--- src/bpp_pkg.sv ---
// bpp_pkg: shared constants for the derivation path parser
// character codes, result status codes and field widths
// no dependencies
package bpp_pkg;

    localparam int CHAR_W  = 8;
    localparam int INDEX_W = 31;
    localparam int STATUS_W = 2;

    localparam logic [CHAR_W-1:0] CHAR_M     = 8'h6D;  // 'm'
    localparam logic [CHAR_W-1:0] CHAR_SLASH = 8'h2F;  // '/'
    localparam logic [CHAR_W-1:0] CHAR_APOS  = 8'h27;  // apostrophe
    localparam logic [CHAR_W-1:0] CHAR_ZERO  = 8'h30;  // '0'
    localparam logic [CHAR_W-1:0] CHAR_NINE  = 8'h39;  // '9'

    typedef enum logic [STATUS_W-1:0] {
        STATUS_COMPONENT = 2'd0,
        STATUS_VALID     = 2'd1,
        STATUS_INVALID   = 2'd2
    } status_t;

endpackage

--- src/bpp_stream_if.sv ---
// bpp_char_if and bpp_result_if: valid/ready channels of the path parser
// depends on bpp_pkg for field widths and the status type

interface bpp_char_if;
    logic                              valid;
    logic                              ready;
    logic [bpp_pkg::CHAR_W-1:0]        char_code;
    logic                              end_of_path;

    modport source (output valid, output char_code, output end_of_path, input ready);
    modport sink   (input valid, input char_code, input end_of_path, output ready);
endinterface

interface bpp_result_if;
    logic                              valid;
    logic                              ready;
    logic [bpp_pkg::INDEX_W-1:0]       child_index;
    logic                              hardened;
    logic                              has_component;
    bpp_pkg::status_t                  status;

    modport source (output valid, output child_index, output hardened,
                    output has_component, output status, input ready);
    modport sink   (input valid, input child_index, input hardened,
                    input has_component, input status, output ready);
endinterface

--- src/bip32_path_parser.sv ---
// bip32_path_parser: streaming parser for hierarchical key derivation paths
// depends on bpp_pkg and the channel interfaces in bpp_stream_if.sv
//
// usage
//   chars   : one transaction per path character (char_code), or a closing
//             transaction with end_of_path set (char_code ignored)
//   results : one transaction per completed component (status component)
//             and exactly one per closing transaction (status valid or
//             invalid, carrying the pending component if there is one)
// timing
//   a character is taken into the parser state and, if it completes a
//   component or closes the path, its result sits in the output register
//   on the next cycle; one character a cycle while the output register
//   is free or being drained; the x10 multiply-add and range check on
//   the 31-bit accumulator are combinational
// reset
//   rst_n clears the parser to "expect m" with no result pending
// stall
//   while the output register holds an untaken result, chars.ready is
//   high only if results.ready is high in the same cycle; otherwise the
//   parser holds its state and waits
// after a syntax error characters are swallowed until the closing transaction

module bip32_path_parser
(
    input  logic               clk,
    input  logic               rst_n,
    bpp_char_if.sink           chars,
    bpp_result_if.source       results
);

    typedef enum logic [2:0] {
        PH_M      = 3'd0,
        PH_SLASH  = 3'd1,
        PH_START  = 3'd2,
        PH_DIGITS = 3'd3,
        PH_HARD   = 3'd4
    } phase_t;

    localparam int PROD_W = bpp_pkg::INDEX_W + 4;

    phase_t                      phase_reg,       phase_next;
    logic [bpp_pkg::INDEX_W-1:0] acc_reg,         acc_next;
    logic                        lead_zero_reg,   lead_zero_next;
    logic                        hard_seen_reg,   hard_seen_next;
    logic                        error_reg,       error_next;

    logic                        out_valid_reg,   out_valid_next;
    logic [bpp_pkg::INDEX_W-1:0] out_index_reg,   out_index_next;
    logic                        out_hard_reg,    out_hard_next;
    logic                        out_has_reg,     out_has_next;
    bpp_pkg::status_t            out_status_reg,  out_status_next;

    logic                        accept;
    logic                        is_digit;
    logic [3:0]                  digit;
    logic [PROD_W-1:0]           acc_prod;
    logic                        overflow;
    logic                        valid_end;
    logic                        pending;

    // output register frees up when it is empty or being drained
    assign chars.ready = !out_valid_reg || results.ready;
    assign accept      = chars.valid && chars.ready;

    assign is_digit = (chars.char_code >= bpp_pkg::CHAR_ZERO)
                   && (chars.char_code <= bpp_pkg::CHAR_NINE);
    assign digit    = 4'(chars.char_code - bpp_pkg::CHAR_ZERO);

    // acc * 10 + digit, as acc*8 + acc*2 + digit
    assign acc_prod = (PROD_W'(acc_reg) << 3) + (PROD_W'(acc_reg) << 1) + PROD_W'(digit);
    assign overflow = |acc_prod[PROD_W-1:bpp_pkg::INDEX_W];

    assign valid_end = !error_reg && (phase_reg != PH_M) && (phase_reg != PH_SLASH);
    assign pending   = valid_end && ((phase_reg == PH_DIGITS) || (phase_reg == PH_HARD));

    always_comb
    begin
        phase_next      = phase_reg;
        acc_next        = acc_reg;
        lead_zero_next  = lead_zero_reg;
        hard_seen_next  = hard_seen_reg;
        error_next      = error_reg;

        out_valid_next  = out_valid_reg && !results.ready;
        out_index_next  = out_index_reg;
        out_hard_next   = out_hard_reg;
        out_has_next    = out_has_reg;
        out_status_next = out_status_reg;

        if (accept)
        begin
            if (chars.end_of_path)
            begin
                // closing transaction: report status, then back to reset state
                out_valid_next  = 1'b1;
                out_has_next    = pending;
                out_index_next  = pending ? acc_reg : '0;
                out_hard_next   = pending && hard_seen_reg;
                out_status_next = valid_end ? bpp_pkg::STATUS_VALID
                                            : bpp_pkg::STATUS_INVALID;
                phase_next      = PH_M;
                acc_next        = '0;
                lead_zero_next  = 1'b0;
                hard_seen_next  = 1'b0;
                error_next      = 1'b0;
            end
            else if (!error_reg)
            begin
                unique case (phase_reg)
                    PH_M:
                    begin
                        if (chars.char_code == bpp_pkg::CHAR_M)
                            phase_next = PH_SLASH;
                        else
                            error_next = 1'b1;
                    end
                    PH_SLASH:
                    begin
                        if (chars.char_code == bpp_pkg::CHAR_SLASH)
                            phase_next = PH_START;
                        else
                            error_next = 1'b1;
                    end
                    PH_START:
                    begin
                        // repeated slashes give empty components, skipped
                        if (chars.char_code == bpp_pkg::CHAR_SLASH)
                            phase_next = PH_START;
                        else if (is_digit)
                        begin
                            acc_next       = bpp_pkg::INDEX_W'(digit);
                            lead_zero_next = (digit == 4'd0);
                            phase_next     = PH_DIGITS;
                        end
                        else
                            error_next = 1'b1;
                    end
                    PH_DIGITS, PH_HARD:
                    begin
                        if (chars.char_code == bpp_pkg::CHAR_SLASH)
                        begin
                            out_valid_next  = 1'b1;
                            out_has_next    = 1'b1;
                            out_index_next  = acc_reg;
                            out_hard_next   = (phase_reg == PH_HARD);
                            out_status_next = bpp_pkg::STATUS_COMPONENT;
                            acc_next        = '0;
                            lead_zero_next  = 1'b0;
                            hard_seen_next  = 1'b0;
                            phase_next      = PH_START;
                        end
                        else if (phase_reg == PH_HARD)
                            error_next = 1'b1;
                        else if (chars.char_code == bpp_pkg::CHAR_APOS)
                        begin
                            hard_seen_next = 1'b1;
                            phase_next     = PH_HARD;
                        end
                        else if (is_digit && !lead_zero_reg && !overflow)
                            acc_next = acc_prod[bpp_pkg::INDEX_W-1:0];
                        else
                            error_next = 1'b1;
                    end
                    default:
                        error_next = 1'b1;
                endcase
            end
        end
    end

    always_ff @(posedge clk or negedge rst_n)
    begin
        if (!rst_n)
        begin
            phase_reg      <= PH_M;
            acc_reg        <= '0;
            lead_zero_reg  <= 1'b0;
            hard_seen_reg  <= 1'b0;
            error_reg      <= 1'b0;
            out_valid_reg  <= 1'b0;
            out_index_reg  <= '0;
            out_hard_reg   <= 1'b0;
            out_has_reg    <= 1'b0;
            out_status_reg <= bpp_pkg::STATUS_COMPONENT;
        end
        else
        begin
            phase_reg      <= phase_next;
            acc_reg        <= acc_next;
            lead_zero_reg  <= lead_zero_next;
            hard_seen_reg  <= hard_seen_next;
            error_reg      <= error_next;
            out_valid_reg  <= out_valid_next;
            out_index_reg  <= out_index_next;
            out_hard_reg   <= out_hard_next;
            out_has_reg    <= out_has_next;
            out_status_reg <= out_status_next;
        end
    end

    assign results.valid         = out_valid_reg;
    assign results.child_index   = out_index_reg;
    assign results.hardened      = out_hard_reg;
    assign results.has_component = out_has_reg;
    assign results.status        = out_status_reg;

    // a closing transaction always leaves a result in the output register
    a_end_gives_result: assert property (@(posedge clk) disable iff (!rst_n)
        accept && chars.end_of_path |=> out_valid_reg && out_status_reg != bpp_pkg::STATUS_COMPONENT)
        else $error("closing transaction produced no status result");

    // a mid-path result always carries a component
    a_component_flag: assert property (@(posedge clk) disable iff (!rst_n)
        out_valid_reg && out_status_reg == bpp_pkg::STATUS_COMPONENT |-> out_has_reg)
        else $error("component result without has_component");

    // fields are zero when no component is carried
    a_empty_fields: assert property (@(posedge clk) disable iff (!rst_n)
        out_valid_reg && !out_has_reg |-> out_index_reg == '0 && !out_hard_reg)
        else $error("empty result carries non-zero fields");

    // once an error is flagged, characters make no further results
    a_error_silent: assert property (@(posedge clk) disable iff (!rst_n)
        accept && !chars.end_of_path && error_reg |=> !out_valid_reg || $stable(out_index_reg)
            && $stable(out_status_reg) && $stable(out_has_reg))
        else $error("result produced after a syntax error");

endmodule
--- src/flat_wrapper.sv ---
// flat-port wrapper written by rule: the top's interface ports become plain ports
module bip32_path_parser_flat 
  (clk, rst_n, chars_valid, chars_char_code, chars_end_of_path, chars_ready, results_valid, results_child_index, results_hardened, results_has_component, results_status, results_ready);
  bpp_char_if chars_i ();
  bpp_result_if results_i ();
  input  logic clk;
  input  logic rst_n;
  input wire logic [$bits(chars_i.valid)-1:0] chars_valid;
  input wire logic [$bits(chars_i.char_code)-1:0] chars_char_code;
  input wire logic [$bits(chars_i.end_of_path)-1:0] chars_end_of_path;
  output wire logic [$bits(chars_i.ready)-1:0] chars_ready;
  output wire logic [$bits(results_i.valid)-1:0] results_valid;
  output wire logic [$bits(results_i.child_index)-1:0] results_child_index;
  output wire logic [$bits(results_i.hardened)-1:0] results_hardened;
  output wire logic [$bits(results_i.has_component)-1:0] results_has_component;
  output wire logic [$bits(results_i.status)-1:0] results_status;
  input wire logic [$bits(results_i.ready)-1:0] results_ready;
  assign chars_i.valid = chars_valid;
  assign chars_i.char_code = chars_char_code;
  assign chars_i.end_of_path = chars_end_of_path;
  assign chars_ready = chars_i.ready;
  assign results_valid = results_i.valid;
  assign results_child_index = results_i.child_index;
  assign results_hardened = results_i.hardened;
  assign results_has_component = results_i.has_component;
  assign results_status = results_i.status;
  assign results_i.ready = results_ready;
  bip32_path_parser u_core (.clk(clk), .rst_n(rst_n), .chars(chars_i), .results(results_i));
endmodule
--- config.mk ---
export PLATFORM = sky130hd
export DESIGN_NAME = bip32_path_parser_flat
export DESIGN_NICKNAME = d
export VERILOG_FILES = /design/src/bpp_pkg.sv /design/src/bpp_stream_if.sv /design/src/bip32_path_parser.sv /design/src/flat_wrapper.sv
export SDC_FILE = /design/constraint.sdc
export NUM_CORES = 1
export LEC_CHECK = 0
export ABC_AREA = 1
export BUFFER_PORTS_ARGS = -buffer_cell sky130_fd_sc_hd__buf_2
export CAP_MARGIN = 5
export CORE_MARGIN = 4
export CORE_UTILIZATION = 38
export CTS_CLUSTER_SIZE = 16
export DETAILED_ROUTE_END_ITERATION = 8
export SYNTH_ARGS = -nofsm -noshare
export SYNTH_HDL_FRONTEND = slang
export SYNTH_SLANG_ARGS = --single-unit
--- constraint.sdc ---
create_clock -name clk -period 7.98 [get_ports clk]
set_clock_uncertainty 0.15 [all_clocks]
set_input_delay 1.596 -clock clk [delete_from_list [all_inputs] [get_ports clk]]
set_output_delay 1.596 -clock clk [all_outputs]
set_load 0.02 [all_outputs]
### After elaboration in Yosys (flattened, before gate mapping)

Cells that the tools add are included.

* output and inout port bits: 37
* register bits after elaboration: 73
* input bits: 13

* muxes and demuxes: 65
* magnitude comparators: 2
* reduce and logical (&&, ||, !) cells: 31
* equality and inequality tests: 20
* add/subtract/negate cells: 3

Operators with widths (number)
* $mux W31: 13
* $pmux W31 S2: 1
* $add A34 B32 Y35: 1
* $add A35 B4 Y35: 1
* $mux W1: 34
* $mux W3: 9
* $eq A8 B6 Y1 const B: 2
* $reduce_and A8 Y1: 2
* $ne A3 B2 Y1 const B: 4
* $ne A4 B2 Y1 const B: 3
* $pmux W3 S4: 1
* $mux W2: 5
* $logic_and A1 B1 Y1: 9
* $reduce_bool A3 Y1: 3
* $eq A8 B7 Y1 const B: 1
* $ge A8 B6 Y1 const B: 1
* $le A8 B6 Y1 const B: 1
* $eq A3 B2 Y1 const B: 2
* $ne A3 B3 Y1 const B: 2
* $reduce_and A6 Y1: 1
* $logic_not A1 Y1: 5
* $reduce_and A5 Y1: 1
* $reduce_bool A5 Y1: 1
* $logic_not A4 Y1: 1
* other kinds (15): 17

### Logic depth before layout (Yosys ltp)

* word-level depth: 12
* gate-level depth with buffers: 22
* mapped depth without buffers: 22

### Least setup slack after synthesis

Ideal clock, no wire load.

* path kind: input-to-reg
* start: input port chars_char_code[3]
* end: register u_core.acc_reg[17] (netlist name)
* data arrival time: 3.851 ns
* stages: 19
* buffers on the path: 2
* library setup time: 0.129 ns
* setup slack: 3.850 ns
* path through: inv_1 > fa_1 > fa_1 > inv_1 > nand2_1 > nand3_2 > nand2_1 > nand2_2 > nand2_1 > nand3_1 > nand2_1 > nor2_2 > nand2_2 > nand2_2 > nand2_4 > inv_4 > buf_6 > buf_8 > o22ai_2

* cells in the longest elaborated chain, start to end: 9
* elaborated cells on any way between the ends: 24
* those cells by class: add/sub (2); order compare (2); eq/ne (7); mux (7); reduce/logical (6)

Ends and longest elaborated chain
* from (decl): RTL line flat_wrapper.sv:9 `input wire logic [$bits(chars_i.char_code)-1:0] chars_char_code;`
* $sub A4 B1 Y4: RTL line bip32_path_parser.sv:68 `assign digit = 4'(chars.char_code - bpp_pkg::CHAR_ZERO);`
* $add A35 B4 Y35: RTL line bip32_path_parser.sv:71 `assign acc_prod = (PROD_W'(acc_reg) << 3) + (PROD_W'(acc_reg) << 1) + PROD_W'(digit);`
* $mux W31: RTL line bip32_path_parser.sv:160 `else if (is_digit && !lead_zero_reg && !overflow)`
* $mux W31: RTL line bip32_path_parser.sv:155 `else if (chars.char_code == bpp_pkg::CHAR_APOS)`
* $mux W31: RTL line bip32_path_parser.sv:153 `else if (phase_reg == PH_HARD)`
* $mux W31: RTL line bip32_path_parser.sv:141 `if (chars.char_code == bpp_pkg::CHAR_SLASH)`
* $pmux W31 S2: RTL line bip32_path_parser.sv:110 `unique case (phase_reg)`
* $mux W31: RTL line bip32_path_parser.sv:108 `else if (!error_reg)`
* $mux W31: RTL line bip32_path_parser.sv:93 `if (chars.end_of_path)`
* to (signal assigned): RTL line bip32_path_parser.sv:190 `acc_reg <= acc_next;`
* to (decl): RTL line bip32_path_parser.sv:43 `logic [bpp_pkg::INDEX_W-1:0] acc_reg, acc_next;`

Several ways; a longest one is shown, not always the timed one. The select of a mux whose other input is x is not followed.
A chain may end at the register's enable or synchronous reset.

### Worst setup path after layout

* start: input port chars_char_code[3]
* end: register u_core.acc_reg[4] (netlist name)

The elaborated chain is that of the path after synthesis.

==> flow_summary_export.csv <==
group,metric,value,unit
floorplanning,die_height,128,um
clock_tree,h-tree-depth,3,
floorplanning,dieArea,16400,um2
finish,drive_above_1_share,14.6,%
clock_tree,post-cts-setup-buffers,0,
drt,dr_total_vias,4490,
global_route,globalRouteTotalUtil,16.0,%
worst_setup_path,start_kind,"input port",
global_route,globalRouteOverflowTotal,0,
drt,route.detailed.drc,0,
drt,finalWirelength,12300,um
clock_tree,tritoncts_sink_count,73,
place,worst_slack_at_placement,2.96,ns
global_route,maximum_number_of_pins_on_one_net_before_global_route_repair,74,
min_path,hold_path_class,"reg -> reg",
global_route,groute.layer.met3.usage,2.92,%
drt,postRouteAntennaNets,0,
logic_synthesis,synth_flop_cell,"sky130_fd_sc_hd__dfrtp_1",
place,detailedPlacementHpwl,9520,um
status,run_status,"completed",
worst_setup_path,required_time_at_the_worst_slack_endpoint,8.08,ns
logic_synthesis,synthesis.nets,788,
timing,fmax,0.216,GHz
place,place_area,5870,um2
logic_synthesis,ys_seq_elements,73,
global_route,grt_most_used_layer,"met2",
drt,routedWlPerCell,13.0,um
floorplanning,row_count,43,
drt,routed_via_density,4.75,
logic_synthesis,synth-edff-count,0,
power_and_ir_drop,static-leakage-power,3.30,nW
clock_tree,cts_inserted_buffers,9,
logic_synthesis,mappedNetlistArea,5470,um2
global_route,first_global_vias,4544,
finish,ant_diodes,0,
timing,rsz_0062_raised_after_global_routing,"false",
logic_synthesis,synth.yosys.warnings,0,
job,max_cap_viol_count,0,
logic_synthesis,post_synth_inst_count,712,
worst_setup_path,crit_type,"in -> reg",
power_and_ir_drop,power_per_cell_area,197,nW/um2
clock_tree,worst_setup_hold_path_clk_slew,0.06,ns
timing,finalMaxSlewViolations,0,
clock_tree,holdBufCountCts,0,
floorplanning,die_width,128,um
place,io_buffer_count,49,
floorplanning,io_pins,50,
clock_tree,cts.path.max_buffers,2,
logic_synthesis,post-synth-top-count-cell,"sky130_fd_sc_hd__nand2_1",
clock_tree,clock_insertion_delay_worst_skew,0.34,ns
timing,fin_ws,3.34,ns
power_and_ir_drop,max_ir_drop_vdd,0.107,mV
timing,fin_crit_sh,58.1,%
logic_synthesis,synthArstFlopShare,100,%
place,gp_congestion,0.849,
global_route,number_of_antenna_violations_at_the_first_check_in_global_routing,0,
logic_synthesis,seq_total_area_yosys,33.4,%
power_and_ir_drop,post-layout-total-power,1.21,mW
timing,setup_viol_count_final,0,
finish,nNetsFinal,837,
floorplanning,floorplan.core_area,14000,um2
timing,timing.max_slew.rel_slack,30.2,%
logic_synthesis,netlist_top_cells_area,"sky130_fd_sc_hd__dfrtp_1 (33%), sky130_fd_sc_hd__ha_1 (14%), sky130_fd_sc_hd__nand2_1 (13%)",
floorplanning,start_util,39.1,%
timing,worst_margin_pin_slew,1.04,ns
finish,area_of_all_placed_cells_without_fillers,6160,um2
worst_setup_path,critPathCaptureType,"flop",
global_route,global_route.usage.met1,21.5,%
drt,first_drt_pass_iteration_count,4,
finish,flow.area_growth_from_synthesis,12.7,%
global_route,m2_gr_usage,25.4,%
clock_tree,post_cts_resized,0,
clock_tree,cts_tree,"done",
logic_synthesis,synth.cells.most_frequent,"sky130_fd_sc_hd__nand2_1 (191), sky130_fd_sc_hd__inv_1 (102), sky130_fd_sc_hd__dfrtp_1 (73), sky130_fd_sc_hd__ha_1 (61), sky130_fd_sc_hd__nor2_1 (51)",
finish,fillers,1487,
timing,timing.final.crit_period,4.64,ns
logic_synthesis,synth.largest_area_cell,"sky130_fd_sc_hd__dfrtp_1",
timing,fin_hold_ws,0.321,ns
worst_setup_path,critical_path.max_fanout,30,
clock_tree,ctsRootBufferMaster,"sky130_fd_sc_hd__clkbuf_16",
logic_synthesis,synth_cell_type_count,42,
logic_synthesis,avgSynthCellArea,7.68,um2
logic_synthesis,netlist.area_leader.share,33.4,%
global_route,grt_first_pass_wirelength,21300,um
timing,final.setup.tns,0,ns
worst_setup_path,worst_ep_arrival_time,4.74,ns
drt,drtIter0Drc,166,
timing,report.final.hold_viol_count,0,
-- logic make-up (layout without fill, tap and decap cells) --
logic type               after synthesis  after routing  synth area share (%)
AND/OR/NAND/NOR                      300            300                  23.2
AO/OA/AOI/OAI                        128            128                  15.3
buffers and inverters                121            175                  9.04
flip-flops                            73             73                  33.4
adder cells (fa/ha/maj)               63             63                  14.7
XOR/XNOR                              27             27                  4.33
-- metrics by stage --
stage,instances,utilization (%)
2_1_floorplan,712,-
3_3_place_gp,930,42.0
3_5_place_dp,930,42.0
4_1_cts,946,44.1
5_1_grt,946,44.1
6_report,946,44.1
-- final timing paths --
path,to,cells after the start,start,slack (ns)
worst max-delay path,u_core.acc_reg[4],19,chars_char_code[3],3.34
worst min-delay path,u_core.results.has_component,2,u_core.results.has_component,0.32
worst max register to register,u_core.acc_reg[4],18,u_core.acc_reg[2],4.32
worst min register to register,u_core.results.has_component,2,u_core.results.has_component,0.32
max in group asynchronous,u_core.phase_reg[1],1,rst_n,5.83
min in group asynchronous,u_core.results.child_index[13],1,rst_n,1.25
-- layer usage --
layer,part of all wire (%),wire (um)
met5,0,0
met1,51,6250
met4,1.8,225
met2,44,5430
met3,3.4,421
-- where the power goes --
group / switching, mW / internal, mW / total (mW)
Combinational: 0.234 / 0.124 / 0.357
Clock: 0.152 / 0.243 / 0.395
Sequential: 0.0369 / 0.423 / 0.460
-- critical path, stage by stage --
cell and delay, ns:
sky130_fd_sc_hd__buf_2 0.13, sky130_fd_sc_hd__inv_1 0.07, sky130_fd_sc_hd__fa_1 0.52, sky130_fd_sc_hd__fa_1 0.48
sky130_fd_sc_hd__inv_1 0.10, sky130_fd_sc_hd__nand2_1 0.07, sky130_fd_sc_hd__nand3_2 0.10, sky130_fd_sc_hd__nand2_1 0.07
sky130_fd_sc_hd__nand2_2 0.11, sky130_fd_sc_hd__nand2_1 0.08, sky130_fd_sc_hd__nand3_1 0.07, sky130_fd_sc_hd__nand2_1 0.06
sky130_fd_sc_hd__nor2_2 0.11, sky130_fd_sc_hd__nand2_2 0.07, sky130_fd_sc_hd__nand2_2 0.08, sky130_fd_sc_hd__nand2_4 0.07
sky130_fd_sc_hd__inv_4 0.35, sky130_fd_sc_hd__nand2_4 0.35, sky130_fd_sc_hd__o22ai_1 0.21
-- placed cells by master (no fill, tap or decap), drive strengths merged, types with 2 or more instances in the layout --
master / instances
clkinv: 3
fa: 2
clkbuf: 14
nand3: 21
a32oi: 2
nor3b: 2
nor3: 4
dfrtp: 73
a31oi: 8
o22ai: 27
o21ai: 52
nand4: 2
xor2: 12
o21bai: 3
a21oi: 33
buf: 50
and3: 5
nand2: 205
xnor2: 15
and2: 4
ha: 61
inv: 108
nor2: 54
-- final cells by class --
class,count,area (um2),share of cell area [%]
multi-input combinational,518,3150,51.1
tap,180,225,3.65
sequential,73,1830,29.6
clock inverter,2,10.0,0.162
clock buffer,14,284,4.61
timing repair buffer,50,255,4.14
inverter,109,412,6.68
Note: power is estimated with default switching activity, not from simulation.
